[config.mk]
export PLATFORM = sky130hd
export DESIGN_NAME = ialu_cell
export DESIGN_NICKNAME = d
export VERILOG_FILES = /design/src/hw/rtl/ialu_pkg.sv /design/src/hw/rtl/ialu_cell.sv
export SDC_FILE = /design/constraint.sdc
export NUM_CORES = 1
export LEC_CHECK = 0
export BUFFER_PORTS_ARGS = -buffer_cell sky130_fd_sc_hd__buf_2
export CELL_PAD_IN_SITES_DETAIL_PLACEMENT = 1
export CELL_PAD_IN_SITES_GLOBAL_PLACEMENT = 1
export CORE_MARGIN = 2
export CORE_UTILIZATION = 37
export CTS_CLUSTER_SIZE = 14
export DETAILED_ROUTE_END_ITERATION = 12
export HOLD_SLACK_MARGIN = 0.12
export MAX_ROUTING_LAYER = met4
export PLACE_DENSITY_LB_ADDON = 0.12
export SLEW_MARGIN = 10
export SYNTH_ARGS = -nofsm -noshare
export SYNTH_HDL_FRONTEND = slang
export SYNTH_SLANG_ARGS = --single-unit
export TNS_END_PERCENT = 10
[constraint.sdc]
create_clock -name clk -period 0.8 [get_ports clk]
set_input_delay 0.12 -clock clk [delete_from_list [all_inputs] [get_ports clk]]
set_output_delay 0.12 -clock clk [all_outputs]
set_load 0.05 [all_outputs]
[src/hw/rtl/ialu_pkg.sv]
// ----------------------------------------------------------------------------
// ialu_pkg: shared types and constants for the 64-bit integer ALU
// Operation codes and the control record that moves down the cell chain.
// ----------------------------------------------------------------------------
package ialu_pkg;

    // Default operand width.
    localparam int DataWidthDefault = 64;

    // Operation codes of the kind field.
    typedef enum logic [3:0] {
        OP_ADD  = 4'd0,
        OP_SUB  = 4'd1,
        OP_AND  = 4'd2,
        OP_OR   = 4'd3,
        OP_XOR  = 4'd4,
        OP_NOT  = 4'd5,
        OP_INC  = 4'd6,
        OP_SHL  = 4'd7,
        OP_SHR  = 4'd8,
        OP_MUL  = 4'd9,
        OP_DIV  = 4'd10,
        OP_MOD  = 4'd11,
        OP_MOV  = 4'd12,
        OP_EQ   = 4'd13,
        OP_ZERO = 4'd14,
        OP_CLR  = 4'd15
    } kind_t;

    // Control and flag record carried alongside the operand words.
    typedef struct packed {
        logic  valid;
        kind_t kind;
        logic  carry;
        logic  err;
        logic  cond;
        logic  hinz;
    } ctl_t;

endpackage

[src/hw/rtl/ialu_cell.sv]
// ----------------------------------------------------------------------------
// ialu_cell: one bit step of multiply and divide
// Does one shift-and-add step of the product or one restoring divide step.
// ----------------------------------------------------------------------------
module ialu_cell #(
    parameter int W   = ialu_pkg::DataWidthDefault,
    parameter int IDX = 0
) (
    input  logic                 clk,
    input  logic                 rst_n,
    input  ialu_pkg::ctl_t       ctl_in,
    input  logic [W-1:0]         a_in,
    input  logic [W-1:0]         b_in,
    input  logic [W-1:0]         acc_in,
    input  logic [W-1:0]         rem_in,
    output ialu_pkg::ctl_t       ctl_out,
    output logic [W-1:0]         a_out,
    output logic [W-1:0]         b_out,
    output logic [W-1:0]         acc_out,
    output logic [W-1:0]         rem_out
);
    import ialu_pkg::*;

    ctl_t         ctl_reg, ctl_next;
    logic [W-1:0] a_reg, b_reg, acc_reg, rem_reg;
    logic [W-1:0] a_next, acc_next, rem_next;
    logic [W:0]   prod_sum;
    logic [W:0]   rem_sh;
    logic [W+1:0] diff;
    logic         ge;

    // Partial product add and trial subtraction.
    assign prod_sum = {1'b0, acc_in} + {1'b0, a_in};
    assign rem_sh   = {rem_in, a_in[W-1]};
    assign diff     = {1'b0, rem_sh} - {2'b00, b_in};
    assign ge       = ~diff[W+1];

    // Step selection by operation.
    always_comb
    begin
        ctl_next = ctl_in;
        a_next   = a_in;
        acc_next = acc_in;
        rem_next = rem_in;
        case (ctl_in.kind)
            OP_MUL:
            begin
                if (b_in[IDX])
                begin
                    acc_next       = prod_sum[W-1:0];
                    ctl_next.carry = ctl_in.carry | prod_sum[W] | ctl_in.hinz;
                end
                a_next        = {a_in[W-2:0], 1'b0};
                ctl_next.hinz = ctl_in.hinz | a_in[W-1];
            end
            OP_DIV, OP_MOD:
            begin
                rem_next = ge ? diff[W-1:0] : rem_sh[W-1:0];
                a_next   = {a_in[W-2:0], ge};
            end
            default: ctl_next = ctl_in;
        endcase
    end

    // Control register.
    always_ff @(posedge clk or negedge rst_n)
    begin
        if (!rst_n)
            ctl_reg <= '0;
        else
            ctl_reg <= ctl_next;
    end

    // Data registers.
    always_ff @(posedge clk)
    begin
        a_reg   <= a_next;
        b_reg   <= b_in;
        acc_reg <= acc_next;
        rem_reg <= rem_next;
    end

    assign ctl_out = ctl_reg;
    assign a_out   = a_reg;
    assign b_out   = b_reg;
    assign acc_out = acc_reg;
    assign rem_out = rem_reg;

endmodule

==> impl_metrics.csv, run 1 <==
group,metric,value,unit
die,dieHeight,211,um
synth,synth.avg_cell_area,8.17,um^2
clock_tree,holdBufCountCts,265,
clock_tree,cts.repair.resized,586,
die,rows,75,
placement,detailed_place_hpwl,60.9,mm
synth,post_synth_inst_count,1949,
run_status,fail_step,"clock tree synthesis",
synth,synth.lib_cells_used.distinct,69,
synth,synth_area,15900,um^2
clock_tree,clock_sinks,265,
die,io-pin-count,532,
die,effective_utilization_at_floorplan,0.377,
clock_tree,cts-root-buf,"sky130_fd_sc_hd__clkbuf_16",
synth,synth_enable_flop_cells,0,
synth,synth_ff_type,"sky130_fd_sc_hd__dfxtp_1",
placement,gp_congestion,0.951,
run_status,run_status,"stopped before the end",
clock_tree,numCtsBuffers,34,
clock_tree,cts.path.max_buffers,3,
synth,synth_nets,2346,
run_status,flow.first_error,"[ERROR DPL-0033] detailed placement checks failed during check placement.",
synth,synth_warnings,0,
placement,area_after_detailed_placement,24100,um^2
synth,synth.ff_latch_count,265,
synth,ys_async_sr_fraction,0.0340,
synth,yosysSeqAreaShare,0.336,
clock_tree,postCtsSetupBuffers,49,
placement,number_of_buffers_inserted_by_port_buffering,531,
clock_tree,htree_levels,2,
die,die_width,211,um
## synth_stat cells, drive strengths merged (8+ instances only)
master	number	area share
nand2	216	0.051
o21ai	200	0.063
nand3	42	0.013
nand4	38	0.015
or3	11	0.0043
o21bai	34	0.016
nor2	90	0.021
a21boi	9	0.0042
nor3	30	0.0094
a41oi	8	0.0044
o211ai	17	0.0080
a21o	65	0.031
clkbuf	85	0.020
o31ai	10	0.0047
a211oi	9	0.0042
mux2	63	0.045
dfxtp	256	0.32
nor2b	11	0.0043
inv	114	0.027
a31oi	14	0.0055
xor2	38	0.021
a21oi	216	0.068
dfrtp	9	0.014
and3	25	0.0098
nand2b	10	0.0039
buf	10	0.0034
and2	11	0.0043
ha	128	0.10
o21a	20	0.0094
xnor2	73	0.040
mux2i	15	0.0094
## stage by stage
step / std cells / setup slack [ns] / hold WS, ns / util
detailed placement: 3546 / -2.47 / -0.00989 / 0.571
global placement: 3546 / -2.36 / -0.0146 / 0.571
floorplan: 1949 / -1.97 / -0.176 / -
## kinds of logic after synthesis
logic type	after synthesis	share of synthesized area
mux	78	0.0540
compound gates	648	0.246
flops	265	0.336
buf+inv	210	0.0514
simple gates	507	0.148
xor+xnor	111	0.0611
fa+ha+maj	130	0.103
==> run 2: changes to the inputs <==
==> config.mk (replaced) <==
export PLATFORM = sky130hd
export DESIGN_NAME = ialu_cell
export DESIGN_NICKNAME = d
export VERILOG_FILES = /design/src/hw/rtl/ialu_pkg.sv /design/src/hw/rtl/ialu_cell.sv
export SDC_FILE = /design/constraint.sdc
export NUM_CORES = 1
export LEC_CHECK = 0
export BUFFER_PORTS_ARGS = -buffer_cell sky130_fd_sc_hd__buf_2
export CORE_MARGIN = 2
export CORE_UTILIZATION = 35
export DETAILED_ROUTE_END_ITERATION = 12
export PLACE_DENSITY_LB_ADDON = 0.15
export SLEW_MARGIN = 10
export SYNTH_ARGS = -nofsm -noshare
export SYNTH_HDL_FRONTEND = slang
export SYNTH_SLANG_ARGS = --single-unit
export TNS_END_PERCENT = 10
==> run 2 against run 1 <==
Net effect: the flow now finishes, with violations (negative hold slack, negative setup slack); synthesized cell count unchanged; synthesized area did not move.
==> impl_metrics.csv, run 2 <==
group,metric,value,unit
critical_path,crit_path_launch_type,"input pin",
final_layout,areaGrowthSynthToFinish,102,%
detailed_routing,routed-via-count,20400,
timing,timing.final.crit_share,3.08,
detailed_routing,antenna_left,0,
timing,finalSetupTns,-282.50,ns
global_routing,grt_use_total,0.293,
worst_hold_path,number_of_cells_on_the_worst_hold_path,2,
power,powerDensity,1630,nW/um^2
power,cell_internal_pwr,33.7,mW
timing,post_route_setup_slack,-1.67,ns
timing,slew_headroom,0.478,
placement,gp_congestion,0.919,
timing,finalHoldViolations,1,
die,rows,78,
synth,synth.lib_cells_used.distinct,69,
final_layout,final_cells,4006,
timing,report.final.setup_viol,458,
detailed_routing,drt_iter0_markers,964,
timing,tightest_slew,0.775,ns
final_layout,drive_above_1_share,0.522,
critical_path,worst-path-max-fanout,7,
power,power.leakage,15.2,nW
timing,holdWs,-0.198,ns
synth,synth_nets,2346,
placement,number_of_buffers_inserted_by_port_buffering,531,
power,pwr-share-clk,0.281,
timing,timing.final.crit_period,2.47,ns
detailed_routing,post_drt_via_cell_ratio,5.09,
detailed_routing,detail_route.wl_per_cell,19.1,um
clock_tree,cts-root-buf,"sky130_fd_sc_hd__clkbuf_16",
die,die_width,217,um
timing,max_clock_freq,405,MHz
clock_tree,tritoncts,"done",
die,dieHeight,217,um
synth,synth_most_common_cell,"sky130_fd_sc_hd__dfxtp_1",
synth,synth_largest_area_cell,"sky130_fd_sc_hd__dfxtp_1",
power,power_frac_seq,0.283,
power,worst_ir_drop_vdd,1820,uV
worst_hold_path,hold_path.class,"input pin to register",
placement,placed_cells,3623,
critical_path,critical_path_arrival,2.94,ns
synth,synth.ff_latch_count,265,
synth,synth_ff_type,"sky130_fd_sc_hd__dfxtp_1",
global_routing,gr-total-overflow,0,
synth,synth.avg_cell_area,8.17,um^2
detailed_routing,number_of_iterations_in_the_first_detailed_routing_pass,5,
synth,netlist_top_cells_area,"sky130_fd_sc_hd__dfxtp_1 32%, sky130_fd_sc_hd__ha_1 10%, sky130_fd_sc_hd__a21oi_1 6.8%",
timing,setup_repair_after_global_routing_missed_its_margin,"yes",
final_layout,final_common_cell,"sky130_fd_sc_hd__buf_4",
synth,yosysSeqAreaShare,0.336,
synth,synth_enable_flop_cells,0,
run_status,run_status,"finished with violations",
critical_path,critPathRequiredTime,1.28,ns
die,io-pin-count,532,
timing,number_of_max_slew_violations_in_the_final_report,0,
die,die_area,47200,um^2
synth,ys_async_sr_fraction,0.0340,
die,effective_utilization_at_floorplan,0.353,
detailed_routing,drc,0,
clock_tree,clock_sinks,265,
global_routing,grt_antenna_before_repair,9,
clock_tree,htree_levels,1,
synth,post_synth_inst_count,1949,
synth,synth_warnings,0,
worst_hold_path,min-delay-start,"acc_in[0]",
run,cap_viol_max_count,0,
clock_tree,clkTransAtPathRegs,0.07,ns
global_routing,first_global_vias,20700,
critical_path,timing_worst_setup_path_type,"input pin to register",
power,power.share.switching,0.356,
clock_tree,numCtsBuffers,30,
clock_tree,cts.path.max_buffers,3,
power,pwr-share-comb,0.436,
power,psw,18.6,mW
global_routing,grt_start_max_net_pins,33,
synth,synth_largest_type_area_fraction,0.322,
synth,synth_area,15900,um^2
global_routing,global_route_wire_length_before_repair,110,mm
run_status,failed_checks,"negative hold slack, negative setup slack",
die,floorplan.core_area,45100,um^2
detailed_routing,drt-total-wl,76.6,mm
synth,cell_types_with_the_highest_counts_after_synthesis,"256 x sky130_fd_sc_hd__dfxtp_1, 216 x sky130_fd_sc_hd__a21oi_1, 216 x sky130_fd_sc_hd__nand2_1",
critical_path,worstSetupEndpointType,"register",
final_layout,most-common-layout-cells,"635 x sky130_fd_sc_hd__buf_4, 357 x sky130_fd_sc_hd__buf_2, 267 x sky130_fd_sc_hd__dlygate4sd3_1",
worst_hold_path,worstHoldEndpoint,"acc_out[0]$_DFF_P_",
final_layout,design.final.nets,3770,
placement,detailed_place_hpwl,52.6,mm
run 2: cells by family after synthesis:
family,count (synthesis),synth area share
AOI/OAI and AO/OA,648,0.246
and+or+nand+nor,507,0.148
DFF,265,0.336
buffers and inverters,210,0.0514
adders and majority gates,130,0.103
xor gates and xnor gates,111,0.0611
muxes,78,0.0540
run 2: critical path, cell delays in order:
cell,delay [ns]
sky130_fd_sc_hd__buf_8,0.08
sky130_fd_sc_hd__inv_4,0.03
sky130_fd_sc_hd__ha_4,0.25
sky130_fd_sc_hd__nand4_1,0.16
sky130_fd_sc_hd__or3_1,0.36
sky130_fd_sc_hd__a311o_1,0.34
sky130_fd_sc_hd__a41oi_4,0.21
sky130_fd_sc_hd__a211oi_4,0.08
sky130_fd_sc_hd__nor3_4,0.29
sky130_fd_sc_hd__a41oi_4,0.21
sky130_fd_sc_hd__buf_12,0.20
sky130_fd_sc_hd__buf_12,0.14
sky130_fd_sc_hd__buf_12,0.13
sky130_fd_sc_hd__and3_4,0.14
sky130_fd_sc_hd__a21oi_2,0.11
sky130_fd_sc_hd__o21ai_1,0.08
run 2: power by group through the flow:
stage	clock (mW)	combinational, mW	sequential (mW)
after floorplan	0	6.85	18.1
after global placement	0	17.7	14.7
after detailed placement	0	17.8	14.7
after CTS	14.9	21.0	14.6
after global routing	15.5	24.2	14.8
final	14.7	22.8	14.8
run 2: final cells by class:
class	instances	area, um^2
fillers	3281	12900
repair buffers	1487	12500
multi-input cells	1474	11800
flip-flops and latches	265	5520
clock buffers	44	895
well taps	600	751
inverters	115	468
clock inverters	12	150
diodes	9	22.5
run 2: per-layer routing:
| layer | vias up | routed length (um) | track usage |
|---|---|---|---|
| li1 | 9807 | - | - |
| met1 | 9745 | 29700 | 0.340 |
| met2 | 659 | 39400 | 0.545 |
| met3 | 155 | 4670 | 0.0485 |
| met4 | 6 | 2670 | 0.0902 |
| met5 | - | 39 | 0 |
run 2: how the worst max path moves through the flow:
stage | startpoint | to | cells past startpoint
2_1_floorplan | acc_in[15] | acc_out[59]$_DFF_P_ | 12
3_3_place_gp | b_in[0] | rem_out[60]$_DFF_P_ | 14
3_5_place_dp | b_in[0] | rem_out[52]$_DFF_P_ | 14
4_1_cts | a_in[63] | rem_out[52]$_DFF_P_ | 16
5_1_grt | b_in[17] | rem_out[52]$_DFF_P_ | 16
6_report | b_in[17] | rem_out[51]$_DFF_P_ | 16
run 2: through the flow:
step / utilization / setup WS, ns / instance area (um^2) / power (mW)
after CTS: 0.671 / -1.68 / 30300 / 50.4
after global routing: 0.713 / -1.73 / 32100 / 54.6
final: 0.713 / -1.67 / 32100 / 52.3
after global placement: 0.541 / -2.49 / 24400 / 32.5
after detailed placement: 0.541 / -2.52 / 24400 / 32.6
after floorplan: - / -1.97 / 16400 / 25.0
run 2: repair_timing:
item,in CTS,in global routing
endpoints found under the hold margin,274,3
cloned,11,0
pin swaps,130,86
buffers inserted,27,25
resized for setup,449,657
endpoints found under the setup margin,457,458
hold buffers,265,2
(Power assumes the default switching activity.)
